File: config.mk
export PLATFORM = sky130hd
export DESIGN_NAME = rs_gf32_frame_decoder_top
export DESIGN_NICKNAME = d
export VERILOG_FILES = /design/src/sv/rsgf_pkg.sv /design/src/sv/rsgf_accum.sv /design/src/sv/rsgf_decode.sv /design/src/sv/rs_gf32_frame_decoder_top.sv
export VERILOG_INCLUDE_DIRS = /design/src /design/src/sv
export SDC_FILE = /design/constraint.sdc
export NUM_CORES = 1
export LEC_CHECK = 0
export ABC_AREA = 1
export BUFFER_PORTS_ARGS = -buffer_cell sky130_fd_sc_hd__buf_2
export CAP_MARGIN = 10
export CORE_MARGIN = 3
export CORE_UTILIZATION = 50
export DETAILED_ROUTE_END_ITERATION = 10
export GPL_TIMING_DRIVEN = 0
export PLACE_DENSITY_LB_ADDON = 0.1
export SKIP_CTS_REPAIR_TIMING = 1
export SYNTH_ARGS = -nofsm -noshare
export SYNTH_HDL_FRONTEND = slang
export SYNTH_SLANG_ARGS = --single-unit
File: constraint.sdc
create_clock -name clk -period 10.4 [get_ports clk]
set_input_delay 0.52 -clock clk [delete_from_list [all_inputs] [get_ports clk]]
set_output_delay 0.52 -clock clk [all_outputs]
set_load 0.02 [all_outputs]
File: src/sv/rs_gf32_frame_decoder_top_macros.svh
// Assertion helpers shared by the decoder modules.
// Both expect signals named clk and arst_n in the enclosing module.
`ifndef RS_GF32_FRAME_DECODER_TOP_MACROS_SVH
`define RS_GF32_FRAME_DECODER_TOP_MACROS_SVH

// Consequent must hold in the same cycle as the antecedent
`define RSGF_ASSERT_SAME(label, ante, cons, msg) \
	label: assert property (@(posedge clk) disable iff (!arst_n) (ante) |-> (cons)) \
		else $error(msg);

// Consequent must hold in the cycle after the antecedent
`define RSGF_ASSERT_NEXT(label, ante, cons, msg) \
	label: assert property (@(posedge clk) disable iff (!arst_n) (ante) |=> (cons)) \
		else $error(msg);

`endif

File: src/sv/rsgf_pkg.sv
`default_nettype none
package rsgf_pkg;

	// Frame geometry defaults
	localparam int FRAME_SYMBOLS_DEF = 8;
	localparam int DATA_SYMBOLS_DEF  = 6;

	// Payload layout
	localparam int MAGIC_WIDTH = 2;
	localparam int MAX_ZONES   = 16;
	localparam int MAX_RELAYS  = 6;
	localparam int FIELD_BITS  = 24;  // cue + hue + brightness + param
	localparam int SYM_W       = 5;
	localparam int RELAY_W     = 6;
	localparam int CFG_W       = 5;   // widest configuration register

	// Configuration register indexes
	typedef enum logic [1:0] {
		REG_ZONE_COUNT,
		REG_RELAY_COUNT,
		REG_MAGIC_VALUE,
		REG_CORRECT_ENABLE
	} cfg_reg_t;

	typedef struct packed {
		logic [4:0] zone_count;
		logic [2:0] relay_count;
		logic [1:0] magic_value;
		logic       correct_enable;
	} cfg_t;

	// Completed frame control handed from accumulator to decoder
	typedef struct packed {
		logic       valid;
		logic [4:0] syn0;
		logic [4:0] syn1;
	} frame_ctl_t;

	typedef struct packed {
		logic       accepted;
		logic [3:0] zone;
		logic [5:0] relay_mask;
		logic [4:0] cue;
		logic [7:0] hue;
		logic [7:0] brightness;
		logic [7:0] effect_param;
		logic [3:0] corrected_index;
	} result_t;

	// Antilog table of GF(32), polynomial x^5+x^2+1
	function automatic logic [4:0] gf_exp(input logic [4:0] e);
		logic [4:0] r;
		unique case (e)
			5'd0:  r = 5'd1;
			5'd1:  r = 5'd2;
			5'd2:  r = 5'd4;
			5'd3:  r = 5'd8;
			5'd4:  r = 5'd16;
			5'd5:  r = 5'd5;
			5'd6:  r = 5'd10;
			5'd7:  r = 5'd20;
			5'd8:  r = 5'd13;
			5'd9:  r = 5'd26;
			5'd10: r = 5'd17;
			5'd11: r = 5'd7;
			5'd12: r = 5'd14;
			5'd13: r = 5'd28;
			5'd14: r = 5'd29;
			5'd15: r = 5'd31;
			5'd16: r = 5'd27;
			5'd17: r = 5'd19;
			5'd18: r = 5'd3;
			5'd19: r = 5'd6;
			5'd20: r = 5'd12;
			5'd21: r = 5'd24;
			5'd22: r = 5'd21;
			5'd23: r = 5'd15;
			5'd24: r = 5'd30;
			5'd25: r = 5'd25;
			5'd26: r = 5'd23;
			5'd27: r = 5'd11;
			5'd28: r = 5'd22;
			5'd29: r = 5'd9;
			5'd30: r = 5'd18;
			default: r = 5'd0;
		endcase
		return r;
	endfunction

	// Log table of GF(32); log of zero reads as zero
	function automatic logic [4:0] gf_log(input logic [4:0] v);
		logic [4:0] r;
		unique case (v)
			5'd0:  r = 5'd0;
			5'd1:  r = 5'd0;
			5'd2:  r = 5'd1;
			5'd3:  r = 5'd18;
			5'd4:  r = 5'd2;
			5'd5:  r = 5'd5;
			5'd6:  r = 5'd19;
			5'd7:  r = 5'd11;
			5'd8:  r = 5'd3;
			5'd9:  r = 5'd29;
			5'd10: r = 5'd6;
			5'd11: r = 5'd27;
			5'd12: r = 5'd20;
			5'd13: r = 5'd8;
			5'd14: r = 5'd12;
			5'd15: r = 5'd23;
			5'd16: r = 5'd4;
			5'd17: r = 5'd10;
			5'd18: r = 5'd30;
			5'd19: r = 5'd17;
			5'd20: r = 5'd7;
			5'd21: r = 5'd22;
			5'd22: r = 5'd28;
			5'd23: r = 5'd26;
			5'd24: r = 5'd21;
			5'd25: r = 5'd25;
			5'd26: r = 5'd9;
			5'd27: r = 5'd16;
			5'd28: r = 5'd13;
			5'd29: r = 5'd14;
			5'd30: r = 5'd24;
			5'd31: r = 5'd15;
			default: r = 5'd0;
		endcase
		return r;
	endfunction

	// Sum of two exponents modulo 31, both below 31
	function automatic logic [4:0] gf_add_mod31(input logic [4:0] a, input logic [4:0] b);
		logic [5:0] s;
		s = 6'(a) + 6'(b);
		return (s >= 6'd31) ? 5'(s - 6'd31) : s[4:0];
	endfunction

	// Address bits needed for a zone count (counts above the maximum are rejected)
	function automatic logic [2:0] addr_bits(input logic [4:0] zones);
		logic [2:0] r;
		if (zones <= 5'd1) begin
			r = 3'd0;
		end else if (zones <= 5'd2) begin
			r = 3'd1;
		end else if (zones <= 5'd4) begin
			r = 3'd2;
		end else if (zones <= 5'd8) begin
			r = 3'd3;
		end else begin
			r = 3'd4;
		end
		return r;
	endfunction

endpackage
`default_nettype wire

File: src/sv/rsgf_accum.sv
`default_nettype none
`include "rs_gf32_frame_decoder_top_macros.svh"
module rsgf_accum import rsgf_pkg::*; #(
	parameter int FRAME_SYMBOLS = FRAME_SYMBOLS_DEF,
	parameter int DATA_SYMBOLS  = DATA_SYMBOLS_DEF
) (
	input  wire logic                        clk,
	input  wire logic                        arst_n,
	input  wire logic                        sym_beat,
	input  wire logic [SYM_W-1:0]            sym,
	output frame_ctl_t                       frame_s1,
	output logic [DATA_SYMBOLS*SYM_W-1:0]    data_s1
);

	localparam int POS_W = $clog2(FRAME_SYMBOLS);

	logic [POS_W-1:0] pos_q;
	logic [4:0]       syn0_q;
	logic [4:0]       syn1_q;
	logic [SYM_W-1:0] store_q [DATA_SYMBOLS];

	logic       last;
	logic [4:0] weight_exp;
	logic [4:0] weighted;
	logic [4:0] syn0_next;
	logic [4:0] syn1_next;
	logic [DATA_SYMBOLS*SYM_W-1:0] data_snap;

	// Syndrome update: symbol i weighted by alpha^(FRAME_SYMBOLS-1-i)
	always_comb begin
		last       = (pos_q == POS_W'(FRAME_SYMBOLS - 1));
		weight_exp = 5'(FRAME_SYMBOLS - 1) - 5'(pos_q);
		weighted   = (sym == '0) ? 5'd0 : gf_exp(gf_add_mod31(gf_log(sym), weight_exp));
		syn0_next  = syn0_q ^ sym;
		syn1_next  = syn1_q ^ weighted;
	end

	// Frame snapshot including the symbol of this beat; first symbol on top
	always_comb begin
		for (int j = 0; j < DATA_SYMBOLS; j++) begin
			data_snap[(DATA_SYMBOLS-1-j)*SYM_W +: SYM_W] =
				(32'(pos_q) == j) ? sym : store_q[j];
		end
	end

	// Position and syndromes
	always_ff @(posedge clk or negedge arst_n) begin
		if (!arst_n) begin
			pos_q  <= '0;
			syn0_q <= '0;
			syn1_q <= '0;
		end else if (sym_beat) begin
			if (last) begin
				pos_q  <= '0;
				syn0_q <= '0;
				syn1_q <= '0;
			end else begin
				pos_q  <= pos_q + 1'b1;
				syn0_q <= syn0_next;
				syn1_q <= syn1_next;
			end
		end
	end

	// Data symbol store, no reset
	always_ff @(posedge clk) begin
		for (int j = 0; j < DATA_SYMBOLS; j++) begin
			if (sym_beat && 32'(pos_q) == j) begin
				store_q[j] <= sym;
			end
		end
	end

	// Frame stage register
	always_ff @(posedge clk or negedge arst_n) begin
		if (!arst_n) begin
			frame_s1 <= '0;
		end else begin
			frame_s1.valid <= sym_beat && last;
			if (sym_beat && last) begin
				frame_s1.syn0 <= syn0_next;
				frame_s1.syn1 <= syn1_next;
			end
		end
	end

	always_ff @(posedge clk) begin
		if (sym_beat && last) begin
			data_s1 <= data_snap;
		end
	end

	`RSGF_ASSERT_NEXT(a_frame_wrap, sym_beat && last, pos_q == '0 && syn0_q == '0 && syn1_q == '0, "frame state not cleared after last symbol")
	`RSGF_ASSERT_SAME(a_pos_range, 1'b1, pos_q <= POS_W'(FRAME_SYMBOLS - 1), "symbol position beyond frame")

endmodule
`default_nettype wire

File: src/sv/rsgf_decode.sv
`default_nettype none
`include "rs_gf32_frame_decoder_top_macros.svh"
module rsgf_decode import rsgf_pkg::*; #(
	parameter int FRAME_SYMBOLS = FRAME_SYMBOLS_DEF,
	parameter int DATA_SYMBOLS  = DATA_SYMBOLS_DEF
) (
	input  wire logic                        clk,
	input  wire logic                        arst_n,
	input  wire frame_ctl_t                  frame_s1,
	input  wire logic [DATA_SYMBOLS*SYM_W-1:0] data_s1,
	input  wire cfg_t                        cfg,
	output logic                             result_valid,
	output result_t                          res_s2
);

	localparam int PB      = DATA_SYMBOLS * SYM_W;
	localparam int MAG_OFF = (PB > MAGIC_WIDTH) ? PB - MAGIC_WIDTH : 0;
	localparam logic [7:0] MAG_MASK = 8'((1 << MAGIC_WIDTH) - 1);

	logic [2:0]  abits;
	logic        cfg_bad;
	logic        fit_bad;
	logic        dirty;
	logic [5:0]  log_diff;
	logic [4:0]  loc_pos;
	logic [4:0]  fix_idx;
	logic        uncorrectable;
	logic [PB-1:0] data_fix;
	logic [31:0] word;
	logic [5:0]  off_relay, off_zone, off_cue, off_hue, off_br, off_par;
	logic [31:0] sh_mag, sh_relay, sh_zone, sh_cue, sh_hue, sh_br, sh_par;
	logic        magic_ok;
	logic [5:0]  relay_raw;
	logic [5:0]  relay_rev;
	logic [3:0]  zone_f;
	logic [4:0]  cue_f;
	logic [5:0]  hue_f;
	logic [7:0]  bright_f;
	logic [4:0]  param_f;
	logic [1:0]  hue_frac;
	logic [7:0]  param7;
	logic [12:0] param_recip;
	logic        zone_ok;
	logic        accept_frame;
	result_t     res_next;

	// Configuration sanity and payload fit
	always_comb begin
		abits   = addr_bits(cfg.zone_count);
		cfg_bad = (cfg.zone_count == '0) || (32'(cfg.zone_count) > MAX_ZONES) ||
			(32'(cfg.relay_count) > MAX_RELAYS);
		fit_bad = (7'(cfg.relay_count) + 7'(abits) + 7'(FIELD_BITS + MAGIC_WIDTH)) > 7'(PB);
	end

	// Single symbol location: position = log(s1) - log(s0) mod 31
	always_comb begin
		dirty    = (frame_s1.syn0 != '0) || (frame_s1.syn1 != '0);
		log_diff = 6'(gf_log(frame_s1.syn1)) + 6'd31 - 6'(gf_log(frame_s1.syn0));
		loc_pos  = (log_diff >= 6'd31) ? 5'(log_diff - 6'd31) : log_diff[4:0];
		fix_idx  = 5'(FRAME_SYMBOLS - 1) - loc_pos;
		uncorrectable = dirty && (!cfg.correct_enable || frame_s1.syn0 == '0 ||
			frame_s1.syn1 == '0 || 32'(loc_pos) >= FRAME_SYMBOLS);
	end

	// Repair the located data symbol; a faulty parity symbol leaves data alone
	always_comb begin
		for (int j = 0; j < DATA_SYMBOLS; j++) begin
			data_fix[(DATA_SYMBOLS-1-j)*SYM_W +: SYM_W] =
				data_s1[(DATA_SYMBOLS-1-j)*SYM_W +: SYM_W] ^
				((dirty && 32'(fix_idx) == j) ? frame_s1.syn0 : 5'd0);
		end
		word = 32'(data_fix);
	end

	// Field extraction, most significant first
	always_comb begin
		off_relay = 6'(MAG_OFF) - 6'(cfg.relay_count);
		off_zone  = off_relay - 6'(abits);
		off_cue   = off_zone - 6'd5;
		off_hue   = off_cue - 6'd6;
		off_br    = off_hue - 6'd8;
		off_par   = off_br - 6'd5;
		sh_mag    = word >> MAG_OFF;
		sh_relay  = word >> off_relay;
		sh_zone   = word >> off_zone;
		sh_cue    = word >> off_cue;
		sh_hue    = word >> off_hue;
		sh_br     = word >> off_br;
		sh_par    = word >> off_par;
		magic_ok  = (sh_mag[7:0] & MAG_MASK) == 8'(cfg.magic_value);
		relay_raw = sh_relay[5:0] & 6'((7'd1 << cfg.relay_count) - 7'd1);
		zone_f    = sh_zone[3:0] & 4'((5'd1 << abits) - 5'd1);
		cue_f     = sh_cue[4:0];
		hue_f     = sh_hue[5:0];
		bright_f  = sh_br[7:0];
		param_f   = sh_par[4:0];
		zone_ok   = 5'(zone_f) < cfg.zone_count;
	end

	// Relay bit reversal: first transmitted relay into bit zero
	always_comb begin
		for (int i = 0; i < RELAY_W; i++) begin
			relay_rev[i] = relay_raw[RELAY_W-1-i];
		end
	end

	// Widening: hue*255/63 = 4*hue + hue/21, param*255/31 = 8*param + 7*param/31
	always_comb begin
		if (hue_f >= 6'd63) begin
			hue_frac = 2'd3;
		end else if (hue_f >= 6'd42) begin
			hue_frac = 2'd2;
		end else if (hue_f >= 6'd21) begin
			hue_frac = 2'd1;
		end else begin
			hue_frac = 2'd0;
		end
		param7      = {param_f, 3'b000} - 8'(param_f);
		// (x+1)*33/1024 is exact floor(x/31) for x up to 217
		param_recip = ({5'd0, param7} + 13'd1) * 13'd33;
	end

	always_comb begin
		accept_frame = !cfg_bad && !fit_bad && !uncorrectable && magic_ok && zone_ok;
		res_next     = '0;
		if (accept_frame) begin
			res_next.accepted        = 1'b1;
			res_next.zone            = zone_f;
			res_next.relay_mask      = relay_rev >> (3'd6 - cfg.relay_count);
			res_next.cue             = cue_f;
			res_next.hue             = {hue_f, 2'b00} + 8'(hue_frac);
			res_next.brightness      = bright_f;
			res_next.effect_param    = {param_f, 3'b000} + 8'(param_recip[12:10]);
			res_next.corrected_index = dirty ? fix_idx[3:0] : 4'hF;
		end
	end

	// Result register
	always_ff @(posedge clk or negedge arst_n) begin
		if (!arst_n) begin
			result_valid <= 1'b0;
		end else begin
			result_valid <= frame_s1.valid;
		end
	end

	always_ff @(posedge clk) begin
		if (frame_s1.valid) begin
			res_s2 <= res_next;
		end
	end

	`RSGF_ASSERT_NEXT(a_result_follows, frame_s1.valid, result_valid && res_s2 == $past(res_next), "result beat does not follow completed frame")
	`RSGF_ASSERT_SAME(a_reject_clean, result_valid && !res_s2.accepted, res_s2 == '0, "rejected frame carries nonzero fields")

endmodule
`default_nettype wire

File: src/sv/rs_gf32_frame_decoder_top.sv
// Last symbol beat -> frame stage register -> result register and result strobe.
// Throughput: one symbol per cycle; busy is never raised.
// Frames of FRAME_SYMBOLS symbols give one result beat each; the receiver cannot stall.
// Reset clears the symbol position, syndromes and result strobe, and loads the register
// defaults (one zone, no relays, magic zero, correction off); the data store is not reset.
`default_nettype none
module rs_gf32_frame_decoder_top import rsgf_pkg::*; #(
	parameter int FRAME_SYMBOLS = FRAME_SYMBOLS_DEF,
	parameter int DATA_SYMBOLS  = DATA_SYMBOLS_DEF
) (
	input  wire logic              clk,
	input  wire logic              arst_n,
	input  wire logic              start,
	output logic                   busy,
	input  wire logic [7:0]        symbol,
	input  wire logic              cfg_we,
	input  wire logic [1:0]        cfg_index,
	input  wire logic [CFG_W-1:0]  cfg_data,
	output logic                   result_valid,
	output logic                   accepted,
	output logic [3:0]             zone,
	output logic [5:0]             relay_mask,
	output logic [4:0]             cue,
	output logic [7:0]             hue,
	output logic [7:0]             brightness,
	output logic [7:0]             effect_param,
	output logic signed [3:0]      corrected_index
);

	cfg_t       cfg_q;
	frame_ctl_t frame_s1;
	logic [DATA_SYMBOLS*SYM_W-1:0] data_s1;
	result_t    res_s2;
	logic       sym_beat;

	// Every cycle can take a symbol
	assign busy     = 1'b0;
	assign sym_beat = start && !busy;

	// Configuration registers
	always_ff @(posedge clk or negedge arst_n) begin
		if (!arst_n) begin
			cfg_q.zone_count     <= 5'd1;
			cfg_q.relay_count    <= '0;
			cfg_q.magic_value    <= '0;
			cfg_q.correct_enable <= 1'b0;
		end else if (cfg_we) begin
			unique case (cfg_reg_t'(cfg_index))
				REG_ZONE_COUNT:     cfg_q.zone_count     <= cfg_data[4:0];
				REG_RELAY_COUNT:    cfg_q.relay_count    <= cfg_data[2:0];
				REG_MAGIC_VALUE:    cfg_q.magic_value    <= cfg_data[1:0];
				REG_CORRECT_ENABLE: cfg_q.correct_enable <= cfg_data[0];
			endcase
		end
	end

	rsgf_accum #(
		.FRAME_SYMBOLS (FRAME_SYMBOLS),
		.DATA_SYMBOLS  (DATA_SYMBOLS)
	) u_accum (
		.clk      (clk),
		.arst_n   (arst_n),
		.sym_beat (sym_beat),
		.sym      (symbol[SYM_W-1:0]),
		.frame_s1 (frame_s1),
		.data_s1  (data_s1)
	);

	rsgf_decode #(
		.FRAME_SYMBOLS (FRAME_SYMBOLS),
		.DATA_SYMBOLS  (DATA_SYMBOLS)
	) u_decode (
		.clk          (clk),
		.arst_n       (arst_n),
		.frame_s1     (frame_s1),
		.data_s1      (data_s1),
		.cfg          (cfg_q),
		.result_valid (result_valid),
		.res_s2       (res_s2)
	);

	// Result fields
	assign accepted        = res_s2.accepted;
	assign zone            = res_s2.zone;
	assign relay_mask      = res_s2.relay_mask;
	assign cue             = res_s2.cue;
	assign hue             = res_s2.hue;
	assign brightness      = res_s2.brightness;
	assign effect_param    = res_s2.effect_param;
	assign corrected_index = $signed(res_s2.corrected_index);

endmodule
`default_nettype wire

==> impl_results.md <==
- Filler cells: 2,422
- Syn Area/Cell: 7.08 um^2
- Fraction of layout instances using a drive strength above 1: 11.0%
- Core Util, Final: 56.9%
- Maximum Capacitance Violations: 0
- Mapped Cells: 1,831
- Worst skew pair latency: 440 ps
- RR Startpoint: u_accum.frame_s1[5]
- Worst Skew: 16.1 ps
- Setup violations, final: 0
- Largest cells by area after synthesis: edfxtp_1 24%, nand2_1 14%, ha_1 8.1%
- Vias per inst: 5.85
- Worst Path Class, Setup: register to register
- Least-Margin Pin Slew: 1040 ps
- Die area: 27,900 um^2
- Initial antenna violation count: 2
- Outcome: completed
- Ys async rst share: 25.7%
- DRT antenna net count: 0
- First-pass GRT wire length: 67,700 um
- Largest net degree at the start of global routing: 42
- Synth cell count leaders: 485 x nand2_1, 195 x nand3_1, 163 x inv_1
- CTS Buffer Depth: 2
- Hold/Removal Path Class: input pin to asynchronous set/reset pin
- Vias in the first global route: 12,155
- Final Hold Fails: 0
- Slowest stage delay, CP: 880 ps
- Cell Rows: 58
- RSZ-0062 raised after global routing: no
- # IOs: 65
- CTS tree: built
- Die height: 167 um
- Post-DR wirelength/cell: 19.2 um
- Total track usage: 30.4%
- Part of the cycle the worst path needs: 94.0%
- Register area: 4030 um^2
- Drt initial violations: 1,412
- Crit end category: register
- Total Wirelength: 43,300 um
- CTS Buf Count: 17
- Unique masters post-synth: 74
- Via count: 13,226
- F_max: 102 MHz
- FF-to-FF End: u_decode.res_s2[35]
- Core region area: 25,300 um^2
- CP max FO: 10
- Ys Warns: 0
- Worst setup SP type: register
- Port Buf Inserts: 60
- Die X: 167 um
- #FFs+latches synth: 140
- Multi-input gate area: 7930 um^2
- Final GP Congestion: 1.02
- Layout Nets: 2,022
- Arr. time, crit path: 9860 ps
- Worst Path Required: 10,490 ps
- # DRC: 0
- Initial Util: 51.2%
- Grt ovf: 0
- # H-tree levels: 4
- Minimum clock period: 9770 ps
- Post-DP HPWL: 33,800 um
- DR pass1 iterations: 6
- Clk slew on worst S/H paths: 70 ps
- Main synth FF type: edfxtp_1
- Reg2Reg Depth: 41
- CTS sink cnt: 140
- Seq/Total Area, Yosys: 31.1%
- Clock root cell: clkbuf_16
- Layout area overhead: 11.3%
- Post-synth EDFFs: 104
- Syn nets: 1,938
- Synth area leader: edfxtp_1
- Top-area cell type share of the netlist area: 24.1%
- Synth Cell Area: 13,000 um^2
- Most common cell in the synthesized netlist: nand2_1
- Worst R2R Setup Slack: 630 ps
- Slew Limit Fails: 0
- Critical-path top delay cell: a211oi_1
- Rel. slew slack: 30.2%
-- cell families after synthesis --
| kind of cell | after synthesis | synth area share, % |
|---|---|---|
| other | 1 | 0.0289 |
| buffers and inverters | 264 | 8.08 |
| adders and majority gates | 88 | 8.73 |
| xor gates and xnor gates | 40 | 3.17 |
| muxes | 4 | 0.309 |
| and+or+nand+nor | 920 | 31.2 |
| AOI/OAI and AO/OA | 374 | 17.4 |
| DFF | 140 | 31.1 |
-- state kept, by name, indices dropped and copies added (netlist names) --
| name | count |
|---|---|
| cfg_q | 11 |
| u_accum.data_s1 | 30 |
| u_accum.frame_s1 | 11 |
| u_accum.pos_q | 3 |
| u_accum.store_q | 30 |
| u_accum.syn0_q | 5 |
| u_accum.syn1_q | 5 |
| u_decode.res_s2 | 44 |
| u_decode.result_valid | 1 |
-- routing by layer --
layer	global-route usage (%)	part of all wire, %
met3	4.20	7.4
met2	49.2	46
met5	0	0.037
met1	42.0	44
met4	10.7	3.3
-- metrics by stage --
step	TNS, ps	instances	setup slack (ps)	hold slack [ps]	area (um^2)
finish	0	2259	628	184	14400
global route	0	2258	11.6	258	14400
CTS	-4660	2254	-1680	228	14300
detailed placement	-4490	2222	-1620	405	13700
global placement	-4550	2221	-1640	401	13700
floorplan	0	1831	980	224	13000
-- how the worst max path moves through the flow --
stage / from / end / slack, ps / cells past startpoint
2_1_floorplan: cfg_q[3] / u_decode.res_s2[6] / 980 / 46
3_3_place_gp: cfg_q[3] / u_decode.res_s2[6] / -1640 / 46
3_5_place_dp: cfg_q[3] / u_decode.res_s2[6] / -1620 / 46
4_1_cts: cfg_q[3] / u_decode.res_s2[6] / -1680 / 46
5_1_grt: u_accum.frame_s1[5] / u_decode.res_s2[6] / 10 / 54
6_report: u_accum.frame_s1[5] / u_decode.res_s2[35] / 630 / 41
-- cell type report --
class,count,area share (%)
timing repair buffer,69,2.78
buffer,71,2.34
sequential,140,27.9
multi-input combinational,1427,55.0
clock inverter,14,1.09
tap,330,2.86
inverter,189,5.01
antenna,1,0.0174
clock buffer,18,2.98
-- layout by cell type, fill, tap and decap left out, types with 6 or more instances in the layout --
cell type  instances
nand2_1          485
xor2_1            21
ha_1              83
nand3_1          194
buf_4             11
a211oi_1           9
o21bai_1          13
edfxtp_1         104
nor3_1            13
o21ai_0          154
o22ai_1            8
o211ai_1          36
or2_2              6
a31oi_1           14
buf_2             66
inv_2             18
o21ai_1            7
inv_1            163
nand2_2           13
clkbuf_1          32
xnor2_1           13
nor2_1           139
a21oi_1           78
buf_1             13
clkbuf_16         17
nand4_1           34
nor2_2             7
dfrtp_1           31
o221ai_1           9
clkbuf_2          12
o31ai_1            9
-- worst max-delay path, delay by kind of cell, from the launching register on --
kind	cells	cell delay, ps
buffers and inverters	7	1050
DFF	1	500
muxes	1	530
and+or+nand+nor	17	3040
AOI/OAI and AO/OA	10	2570
adders and majority gates	6	1710
Power is not shown: default switching activity piles up to over one toggle a cycle in this logic, so the estimate is an artifact.
